`config.mk`:
```
export PLATFORM = sky130hd
export DESIGN_NAME = arp_cache_and_responder
export DESIGN_NICKNAME = d
export VERILOG_FILES = /design/src/arpc_pkg.sv /design/src/arpc_cell.sv /design/src/arp_cache_and_responder.sv
export SDC_FILE = /design/constraint.sdc
export NUM_CORES = 2
export LEC_CHECK = 0
export BUFFER_PORTS_ARGS = -buffer_cell sky130_fd_sc_hd__buf_2
export CAP_MARGIN = 0
export CORE_ASPECT_RATIO = 0.8
export CORE_MARGIN = 2
export CORE_UTILIZATION = 33
export CTS_BUF_LIST = sky130_fd_sc_hd__clkbuf_16
export DETAILED_ROUTE_END_ITERATION = 6
export GPL_TIMING_DRIVEN = 0
export PLACE_DENSITY_LB_ADDON = 0.1
export SLEW_MARGIN = 15
export SYNTH_ARGS = -nofsm -noshare
export SYNTH_HDL_FRONTEND = slang
export SYNTH_SLANG_ARGS = --single-unit
```
`constraint.sdc`:
```
create_clock -name clk -period 10.8 [get_ports clk]
set_clock_uncertainty 0.15 [all_clocks]
set_input_delay 1.62 -clock clk [delete_from_list [all_inputs] [get_ports clk]]
set_output_delay 1.62 -clock clk [all_outputs]
set_load 0.005 [all_outputs]
```
`src/arpc_pkg.sv`:
```
// Shared types and constants for the ARP cache and responder.
// Used by the cache cell, the top level and the property checker.
package arpc_pkg;

    localparam int CACHE_ENTRIES = 16;

    localparam int IP_W    = 32;
    localparam int MAC_W   = 48;
    localparam int FIELD_W = 16;
    localparam int STAT_W  = 3;

    localparam int IN_DATA_W  = 192;
    localparam int OUT_DATA_W = 136;

    localparam logic [FIELD_W-1:0] HW_ETHERNET  = 16'h0001;
    localparam logic [FIELD_W-1:0] PROTO_IPV4   = 16'h0800;
    localparam logic [FIELD_W-1:0] OPC_REQUEST  = 16'h0001;
    localparam logic [FIELD_W-1:0] OPC_REPLY    = 16'h0002;
    localparam logic [IP_W-1:0]    IP_BROADCAST = 32'hffff_ffff;

    localparam logic [STAT_W-1:0] ST_OK        = 3'd0;
    localparam logic [STAT_W-1:0] ST_BAD_HW    = 3'd1;
    localparam logic [STAT_W-1:0] ST_BAD_PROTO = 3'd2;
    localparam logic [STAT_W-1:0] ST_OWN       = 3'd3;
    localparam logic [STAT_W-1:0] ST_BAD_OP    = 3'd4;
    localparam logic [STAT_W-1:0] ST_FULL      = 3'd5;

    localparam logic REQ_PACKET = 1'b0;
    localparam logic REQ_LOOKUP = 1'b1;

    localparam logic CFG_OWN_IP  = 1'b0;
    localparam logic CFG_OWN_MAC = 1'b1;

    // What a token asks of the cells it passes.
    localparam logic [1:0] TOK_NONE   = 2'd0;
    localparam logic [1:0] TOK_LEARN  = 2'd1;
    localparam logic [1:0] TOK_LOOKUP = 2'd2;

    // Token handed from cell to cell. For a learn, mac carries the new MAC;
    // for a lookup it picks up the MAC of the first hit.
    typedef struct packed {
        logic             active;
        logic [1:0]       op;
        logic             found;
        logic [IP_W-1:0]  ip;
        logic [MAC_W-1:0] mac;
    } token_t;

    typedef struct packed {
        logic [MAC_W-1:0]  lookup_mac;
        logic              lookup_hit;
        logic              for_us;
        logic [IP_W-1:0]   reply_target_ip;
        logic [MAC_W-1:0]  reply_target_mac;
        logic              send_reply;
        logic [STAT_W-1:0] status;
    } result_t;

endpackage

```
`src/arpc_cell.sv`:
```
// One cache entry of the ARP cache, with the token register that follows it.
// Depends on arpc_pkg for the token type and its codes.
module arpc_cell (
    input  logic              clk,
    input  logic              rst_n,
    input  arpc_pkg::token_t  tok_in,
    output arpc_pkg::token_t  tok_out
);

    logic                        valid_reg, valid_next;
    logic [arpc_pkg::IP_W-1:0]   ip_reg, ip_next;
    logic [arpc_pkg::MAC_W-1:0]  mac_reg, mac_next;
    arpc_pkg::token_t            tok_reg, tok_next;
    logic                        match;

    assign match = valid_reg && (ip_reg == tok_in.ip);

    // Entries fill strictly in order and are never freed, so the valid
    // entries form a prefix: when a learn meets the first free entry it has
    // already passed every entry that could have matched.
    always_comb
    begin
        valid_next = valid_reg;
        ip_next    = ip_reg;
        mac_next   = mac_reg;
        tok_next   = tok_in;
        if (tok_in.active && !tok_in.found)
        begin
            if (tok_in.op == arpc_pkg::TOK_LEARN)
            begin
                if (match)
                begin
                    mac_next       = tok_in.mac;
                    tok_next.found = 1'b1;
                end
                else if (!valid_reg)
                begin
                    valid_next     = 1'b1;
                    ip_next        = tok_in.ip;
                    mac_next       = tok_in.mac;
                    tok_next.found = 1'b1;
                end
            end
            else if (tok_in.op == arpc_pkg::TOK_LOOKUP)
            begin
                if (match)
                begin
                    tok_next.found = 1'b1;
                    tok_next.mac   = mac_reg;
                end
            end
        end
    end

    always_ff @(posedge clk or negedge rst_n)
    begin
        if (!rst_n)
        begin
            valid_reg <= 1'b0;
            tok_reg   <= '0;
        end
        else
        begin
            valid_reg <= valid_next;
            tok_reg   <= tok_next;
        end
    end

    always_ff @(posedge clk)
    begin
        ip_reg  <= ip_next;
        mac_reg <= mac_next;
    end

    assign tok_out = tok_reg;

endmodule

```
`src/arp_cache_and_responder.sv`:
```
// Top level of the ARP cache and responder: input decode, the row of cache
// cells, result build and output register. Depends on arpc_pkg and arpc_cell.
//
// One item is in flight at a time. An accepted beat sends a token down the
// row of CACHE_ENTRIES cells, one cell per clock. The result is registered in
// a pending register and then in the output register, and the next input
// beat can be taken once the result has moved on to the output register.
// A result
// waiting on the output does not block the next input beat; only a second
// finished result that cannot move to the output holds the input closed. The
// cache is empty right after reset, with no clearing pass. The own MAC
// register is accepted on the configuration port but not stored here, since
// no result carries it.
module arp_cache_and_responder (
    input  logic                           clk,
    input  logic                           rst_n,
    input  logic                           cfg_we,
    input  logic                           cfg_index,
    input  logic [arpc_pkg::MAC_W-1:0]     cfg_data,
    input  logic                           s_axis_tvalid,
    output logic                           s_axis_tready,
    // hw_type, proto_type, arp_opcode, sender_ip, sender_mac, target_ip,
    // lookup_ip (from bit 0 up)
    input  logic [arpc_pkg::IN_DATA_W-1:0] s_axis_tdata,
    // req_type
    input  logic                           s_axis_tuser,
    output logic                           m_axis_tvalid,
    input  logic                           m_axis_tready,
    // status, send_reply, reply_target_mac, reply_target_ip, for_us,
    // lookup_hit, lookup_mac (from bit 0 up), two zero pad bits on top
    output logic [arpc_pkg::OUT_DATA_W-1:0] m_axis_tdata
);

    localparam int N = arpc_pkg::CACHE_ENTRIES;

    logic [arpc_pkg::FIELD_W-1:0] in_hw, in_proto, in_opcode;
    logic [arpc_pkg::IP_W-1:0]    in_sender_ip, in_target_ip, in_lookup_ip;
    logic [arpc_pkg::MAC_W-1:0]   in_sender_mac;

    assign in_hw         = s_axis_tdata[15:0];
    assign in_proto      = s_axis_tdata[31:16];
    assign in_opcode     = s_axis_tdata[47:32];
    assign in_sender_ip  = s_axis_tdata[79:48];
    assign in_sender_mac = s_axis_tdata[127:80];
    assign in_target_ip  = s_axis_tdata[159:128];
    assign in_lookup_ip  = s_axis_tdata[191:160];

    logic [arpc_pkg::IP_W-1:0] own_ip_reg;

    always_ff @(posedge clk or negedge rst_n)
    begin
        if (!rst_n)
            own_ip_reg <= '0;
        else if (cfg_we && cfg_index == arpc_pkg::CFG_OWN_IP)
            own_ip_reg <= cfg_data[arpc_pkg::IP_W-1:0];
    end

    // Item control
    logic accept;
    logic busy_reg;
    logic pend_valid_reg;
    logic out_valid_reg;
    logic pend_move;

    assign s_axis_tready = !busy_reg;
    assign accept        = s_axis_tvalid && s_axis_tready;
    assign pend_move     = pend_valid_reg && (!out_valid_reg || m_axis_tready);

    // Header checks are done on the input beat and kept for the result.
    logic [arpc_pkg::STAT_W-1:0]  hdr_status;
    logic                         req_type_reg;
    logic [arpc_pkg::STAT_W-1:0]  hdr_status_reg;
    logic                         for_us_reg;
    logic                         own_reg;
    logic [arpc_pkg::FIELD_W-1:0] opcode_reg;
    logic [arpc_pkg::IP_W-1:0]    sender_ip_reg;
    logic [arpc_pkg::MAC_W-1:0]   sender_mac_reg;

    always_comb
    begin
        if (in_hw != arpc_pkg::HW_ETHERNET)
            hdr_status = arpc_pkg::ST_BAD_HW;
        else if (in_proto != arpc_pkg::PROTO_IPV4)
            hdr_status = arpc_pkg::ST_BAD_PROTO;
        else
            hdr_status = arpc_pkg::ST_OK;
    end

    always_ff @(posedge clk)
    begin
        if (accept)
        begin
            req_type_reg   <= s_axis_tuser;
            hdr_status_reg <= hdr_status;
            for_us_reg     <= (in_target_ip == own_ip_reg) ||
                              (in_target_ip == arpc_pkg::IP_BROADCAST);
            own_reg        <= (in_sender_ip == own_ip_reg);
            opcode_reg     <= in_opcode;
            sender_ip_reg  <= in_sender_ip;
            sender_mac_reg <= in_sender_mac;
        end
    end

    // Cell row
    arpc_pkg::token_t tok [N+1];

    always_comb
    begin
        tok[0].active = accept;
        tok[0].found  = 1'b0;
        if (s_axis_tuser == arpc_pkg::REQ_LOOKUP)
        begin
            tok[0].op  = arpc_pkg::TOK_LOOKUP;
            tok[0].ip  = in_lookup_ip;
            tok[0].mac = '0;
        end
        else
        begin
            tok[0].op  = (hdr_status == arpc_pkg::ST_OK) ? arpc_pkg::TOK_LEARN
                                                         : arpc_pkg::TOK_NONE;
            tok[0].ip  = in_sender_ip;
            tok[0].mac = in_sender_mac;
        end
    end

    genvar gi;
    generate
        for (gi = 0; gi < N; gi++)
        begin : g_cell
            arpc_cell u_cell (
                .clk     (clk),
                .rst_n   (rst_n),
                .tok_in  (tok[gi]),
                .tok_out (tok[gi+1])
            );
        end
    endgenerate

    // Result build when the token leaves the last cell.
    arpc_pkg::result_t res;
    arpc_pkg::result_t pend_reg;
    arpc_pkg::result_t out_reg;

    always_comb
    begin
        res = '0;
        if (req_type_reg == arpc_pkg::REQ_LOOKUP)
        begin
            res.lookup_hit = tok[N].found;
            res.lookup_mac = tok[N].found ? tok[N].mac : '0;
        end
        else if (hdr_status_reg != arpc_pkg::ST_OK)
        begin
            res.status = hdr_status_reg;
        end
        else
        begin
            res.for_us = for_us_reg;
            if (!tok[N].found)
                res.status = arpc_pkg::ST_FULL;
            else if (own_reg)
                res.status = arpc_pkg::ST_OWN;
            else if (opcode_reg == arpc_pkg::OPC_REQUEST)
            begin
                res.send_reply       = 1'b1;
                res.reply_target_mac = sender_mac_reg;
                res.reply_target_ip  = sender_ip_reg;
            end
            else if (opcode_reg != arpc_pkg::OPC_REPLY)
                res.status = arpc_pkg::ST_BAD_OP;
        end
    end

    always_ff @(posedge clk or negedge rst_n)
    begin
        if (!rst_n)
        begin
            busy_reg       <= 1'b0;
            pend_valid_reg <= 1'b0;
            out_valid_reg  <= 1'b0;
        end
        else
        begin
            if (accept)
                busy_reg <= 1'b1;
            else if (pend_move)
                busy_reg <= 1'b0;

            if (tok[N].active)
                pend_valid_reg <= 1'b1;
            else if (pend_move)
                pend_valid_reg <= 1'b0;

            if (pend_move)
                out_valid_reg <= 1'b1;
            else if (m_axis_tready)
                out_valid_reg <= 1'b0;
        end
    end

    always_ff @(posedge clk)
    begin
        if (tok[N].active)
            pend_reg <= res;
        if (pend_move)
            out_reg <= pend_reg;
    end

    assign m_axis_tvalid = out_valid_reg;
    assign m_axis_tdata  = {2'b00, out_reg};

endmodule

```
* Yosys cells after proc, flatten, opt, wreduce, memory -nomap -nowiden
Index checks and enable logic that the tools add are counted.
** Cells by class
- Shifts and indexed selects :: 0
- Multiply operators :: 0
- Div/mod/pow operators :: 0
- Equal/unequal tests :: 71
- Reductions and logical operators :: 110
- Add/sub/neg operators :: 0
- Muxes and demuxes :: 208
- $lt $le $gt $ge :: 0
- Bitwise gates (word level) :: 35
** Operators by type and width (number)
- 48-bit 2-to-1 mux :: 96
- 32-bit == test :: 18
- 1-bit 2-to-1 mux :: 103
- 3-bit AND reduction :: 32
- 80-bit 2-to-1 mux :: 1
- 4-bit AND reduction :: 16
- 1-bit inverter :: 35
- 1-bit logical AND :: 34
- 2-bit by 1-bit == test with 1-bit output, second input constant :: 16
- 2-bit == test, second input constant :: 16
- 32-bit == test, second input constant :: 1
- 2-bit != test, second input constant :: 16
- 3-bit 2-to-1 mux :: 6
- 1-bit zero test :: 17
- 16-bit by 1-bit == test with 1-bit output, second input constant :: 1
- 16-bit by 1-bit != test with 1-bit output, second input constant :: 1
- 16-bit by 12-bit != test with 1-bit output, second input constant :: 1
- 16-bit by 2-bit != test with 1-bit output, second input constant :: 1
- 2-bit nonzero test :: 3
- 5-bit OR reduction :: 1
- 2-bit 2-to-1 mux :: 2
- 4-bit OR reduction :: 1
- 3-bit zero test :: 1
- 3-bit nonzero test :: 1
- 3 further kinds :: 4
** Word-level totals
- ROM bits :: 0
- RAM bits :: 0
- Flip-flop bits (word level) :: 3011
- Output and inout port bits :: 138
- Input port bits :: 247
- Memories kept :: 0
- Word-level logic and storage cells :: 575
- Bits in latches :: 0

* Logic depth before layout (Yosys ltp)
- Depth after elaboration :: 10
- Depth in mapped cells :: 10
- Depth with buffers taken out :: 6

* Cells and area by module
Synthesis repeated with hierarchy kept, for this count alone.
** Unflattened totals
- Cell total of the unflattened synthesis :: 5185
- Area total of the unflattened synthesis :: 104745.5 um^2
** Modules (own cells, without submodules)
- arpc_cell :: cells an instance 273, area an instance 5609.1 um^2, seq. area each 4529.3 um^2, instances 16
- arp_cache_and_responder :: cells an instance 817, area an instance 14999.4 um^2, seq. area each 11956.5 um^2, instances 1

* Worst setup path before layout
Ideal clock, no wire load.
- Kind :: input -> register
- Start point :: input s_axis_tvalid
- End point :: register g_cell[0].u_cell.mac_reg[0] (netlist name) (enable)
- Stages on the path :: 3
- Arrival time :: 9.060 ns
- Slack :: 1.131 ns
- Required time :: 10.191 ns
- Buffers on the path :: 0
- Library setup time :: 0.459 ns
- Path through :: nor2b_1 -> nand2_1 -> nor2b_1
** Between the ends
- Cells in the longest elaborated chain, start to end :: 2
** Ends and longest elaborated chain
- start, declared :: RTL line arp_cache_and_responder.sv:20 : input logic s_axis_tvalid,
- 1-bit logical AND :: RTL line arp_cache_and_responder.sv:66 : assign accept = s_axis_tvalid && s_axis_tready;
- 3-bit AND reduction (no line)
- end signal, assigned :: RTL line arpc_cell.sv:72 : mac_reg <= mac_next;
- end, declared :: RTL line arpc_cell.sv:12 : logic [arpc_pkg::MAC_W-1:0] mac_reg, mac_next;
No other way between the ends.
A chain may end at the register's enable or synchronous reset.

==> results.json <==
{
  "timing_hold_violations_final": 0,
  "ctsHtreeMaxLevel": 5,
  "layout.cells.most_common_list": "1649 x sky130_fd_sc_hd__edfxtp_1, 1360 x sky130_fd_sc_hd__dfrtp_1, 773 x sky130_fd_sc_hd__mux2_2",
  "seq_power_share_pct": 54.8,
  "power.switching_mw": 4.90,
  "initial_core_util_pct": 33.2,
  "outcome": "completed",
  "grt_antenna_before_repair": 26,
  "drt-pass1-iter-count": 5,
  "setup_tns_ns": 0,
  "cp_slowest_cell": "sky130_fd_sc_hd__nor2b_4",
  "worst-r2r-cell-count": 6,
  "critical-path-top-delay-family": "simple AND/OR/NAND/NOR gates",
  "setup_viol_count_final": 0,
  "power.clock.fraction_pct": 42.1,
  "worstHoldPathType": "flop to flop",
  "power.share.switching_pct": 20.9,
  "worst-path-max-fanout": 26,
  "synth_cell_types": 35,
  "design.die.area_sq_um": 314000,
  "layout_min_cycle_time_ns": 4.56,
  "max-vdd-ir-drop_mv": 0.117,
  "synth_seq_area_share_pct": 82.0,
  "ctsRootBufferMaster": "sky130_fd_sc_hd__clkbuf_16",
  "drt-wirelength-per-cell_um": 17.8,
  "period_share_pct": 42.2,
  "tritoncts": "yes",
  "post_cts_resized": 0,
  "drt_first_iter_violations": 2061,
  "drt-total-wl_mm": 181,
  "vias_per_cell": 4.14,
  "worst_setup_path_end_kind": "flop",
  "critical-path-top-cell-by-count": "sky130_fd_sc_hd__buf_2",
  "regToRegEndpoint": "pend_reg[69]",
  "numPlacedInstances": 9632,
  "grt_use_total_pct": 11.7,
  "cts_buffer_depth": 4,
  "grt_remaining_overflow": 0,
  "hold-worst-slack_ns": 0.256,
  "grt_max_degree": 150,
  "internal_power_mw": 18.6,
  "hp-start": "pend_reg[57]",
  "num-nets-final": 6141,
  "critical_path_cell_count": 10,
  "cts_hold_buffers": 0,
  "dp.final_hpwl_mm": 125,
  "drive_gt1_share_pct": 26.8,
  "synth_area_sq_um": 102000,
  "report.final.slew_viol_count": 0,
  "yosys_warnings": 0,
  "timing.critical_path.cells": "buf_2, buf_4, buf_2, mux2_2, xor2_1, nor4_1, nand4_1, o21ai_0, nor2b_4, buf_12",
  "clock_sinks": 3010,
  "syn_avg_cell_area_sq_um": 19.8,
  "worst-slew-pin-transition_ns": 1.21,
  "crit_path_start_kind": "primary input",
  "num_vias": 42200,
  "route.antenna.remaining_nets": 0,
  "grt_first_pass_wirelength_mm": 288,
  "largest_reg_flops": 1310,
  "chipHeight_um": 501,
  "place.gp.congestion": 0.856,
  "fmax_mhz": 219,
  "synth_seq_cells": 3010,
  "slew-limit-headroom_pct": 19.1,
  "ios": 385,
  "crit_end": "g_cell[0].u_cell.mac_reg[39]",
  "worst_ep_required_time_ns": 11.18,
  "power.static_leakage_nw": 46.5,
  "n_fill_cell": 27900,
  "synthCells": 5162,
  "cts_made_buffers": 308,
  "numPortBuffers": 366,
  "criticalPathCategory": "primary input to flop",
  "worst-endpoint-arrival_ns": 4.94,
  "finish.cell_count_without_fillers": 10200,
  "rsz_0062_raised_after_global_routing": "false",
  "die-width_um": 626,
  "first_global_vias": 46600,
  "total_power_mw": 23.5,
  "clk_pin_slew_worst_paths_ns": 0.06,
  "postCtsSetupRepairBufs": 0,
  "drc": 0,
  "clk_latency_ns": 0.83,
  "reg_to_reg_critical_path_startpoint": "g_cell[15].u_cell.tok_out[80]",
  "share_comb_of_total_power_pct": 3.0,
  "core_sq_um": 307000,
  "layout.cells.most_common": "sky130_fd_sc_hd__edfxtp_1",
  "core.rowCount": 182,
  "setup.reg_to_reg.worst_slack_ns": 7.01,
  "maxCapViolations": 0,
  "cellPowerDensity_nw_per_um2": 196,
  "timing.critical_path.buf_inv": 4,
  "cp_slowest_stage_delay_ns": 0.68,
  "worstSetupStartpoint": "s_axis_tuser",
  "area.growth.synth_to_final_pct": 17.6
}
-- kinds of logic after synthesis --
group,Yosys count,synth area share (%)
other,1,0.00368
buffers and inverters,135,0.545
AND/OR/NAND/NOR,554,3.13
XOR/XNOR,576,4.95
multiplexers,784,8.70
AO/OA/AOI/OAI,102,0.723
flip-flops,3010,82.0
-- power by group through the flow --
| stage | logic [mW] | registers, mW | clock network (mW) |
|---|---|---|---|
| CTS | 0.740 | 12.9 | 10.3 |
| global route | 0.799 | 12.9 | 10.8 |
| floorplan | 0.380 | 13.0 | 0 |
| detailed placement | 0.732 | 13.1 | 0 |
| finish | 0.710 | 12.9 | 9.90 |
| global placement | 0.685 | 13.2 | 0 |
-- Yosys cell counts, drive strengths merged --
master / instances / share of area, %
edfxtp: 1649 / 49
and2: 82 / 0.50
and3: 48 / 0.29
or3: 1 / 0.0061
xnor2: 448 / 3.8
dfrtp: 1361 / 33
a211oi: 1 / 0.0074
o2111ai: 1 / 0.0086
inv: 22 / 0.081
xor2: 128 / 1.1
clkbuf: 83 / 0.31
nor4: 71 / 0.44
o21ai: 2 / 0.0098
o2bb2ai: 14 / 0.12
nand2b: 4 / 0.025
mux2: 784 / 8.7
nand4: 145 / 0.89
a21o: 62 / 0.46
nor2b: 81 / 0.50
nand2: 61 / 0.22
a31oi: 2 / 0.012
o21bai: 2 / 0.015
nor2: 51 / 0.19
conb: 1 / 0.0037
a21oi: 17 / 0.083
o2bb2a: 1 / 0.0098
buf: 30 / 0.16
nor3: 4 / 0.025
nand3: 3 / 0.015
nor4b: 3 / 0.026
-- layout make-up --
type | instances | area, sq um | area share, %
Timing Repair Buffer | 421 | 3160 | 2.64
Clock buffer | 317 | 7930 | 6.61
Tap cell | 4048 | 5060 | 4.22
Clock inverter | 240 | 1470 | 1.23
Multi-Input combinational cell | 2018 | 18200 | 15.1
Inverter | 22 | 82.6 | 0.0689
Antenna cell | 5 | 12.5 | 0.0104
Buffer | 113 | 475 | 0.396
Sequential cell | 3010 | 83600 | 69.7
-- worst min path at each step --
stage | endpoint | slack (ns) | depth (start not counted)
6_report | m_axis_tdata[57] | 0.26 | 0
5_1_grt | m_axis_tdata[66] | 0.27 | 0
4_1_cts | g_cell[5].u_cell.tok_out[83] | 0.25 | 0
3_5_place_dp | g_cell[5].u_cell.tok_out[83] | 0.24 | 0
3_3_place_gp | g_cell[1].u_cell.tok_out[82] | 0.24 | 0
2_1_floorplan | g_cell[10].u_cell.tok_out[81] | 0.22 | 0
-- metrics by stage --
stage | utilization, % | instance area, sq um | worst slack, ns
floorplan | - | 102000 | 1.13
global placement | 35.4 | 109000 | -21.71
detailed placement | 36.0 | 111000 | 5.20
CTS | 39.0 | 120000 | 6.14
global route | 39.0 | 120000 | 5.67
finish | 39.0 | 120000 | 6.24
-- layer usage --
metal	share of wire, %	global-route usage, %	vias to the layer above	routed length (um)
li1	-	-	20300	-
met1	46	16.0	20600	83700
met2	45	18.4	782	82100
met3	5.5	2.94	403	9980
met4	2.9	3.64	26	5270
met5	0.084	0	-	153
(Power assumes the default switching activity.)
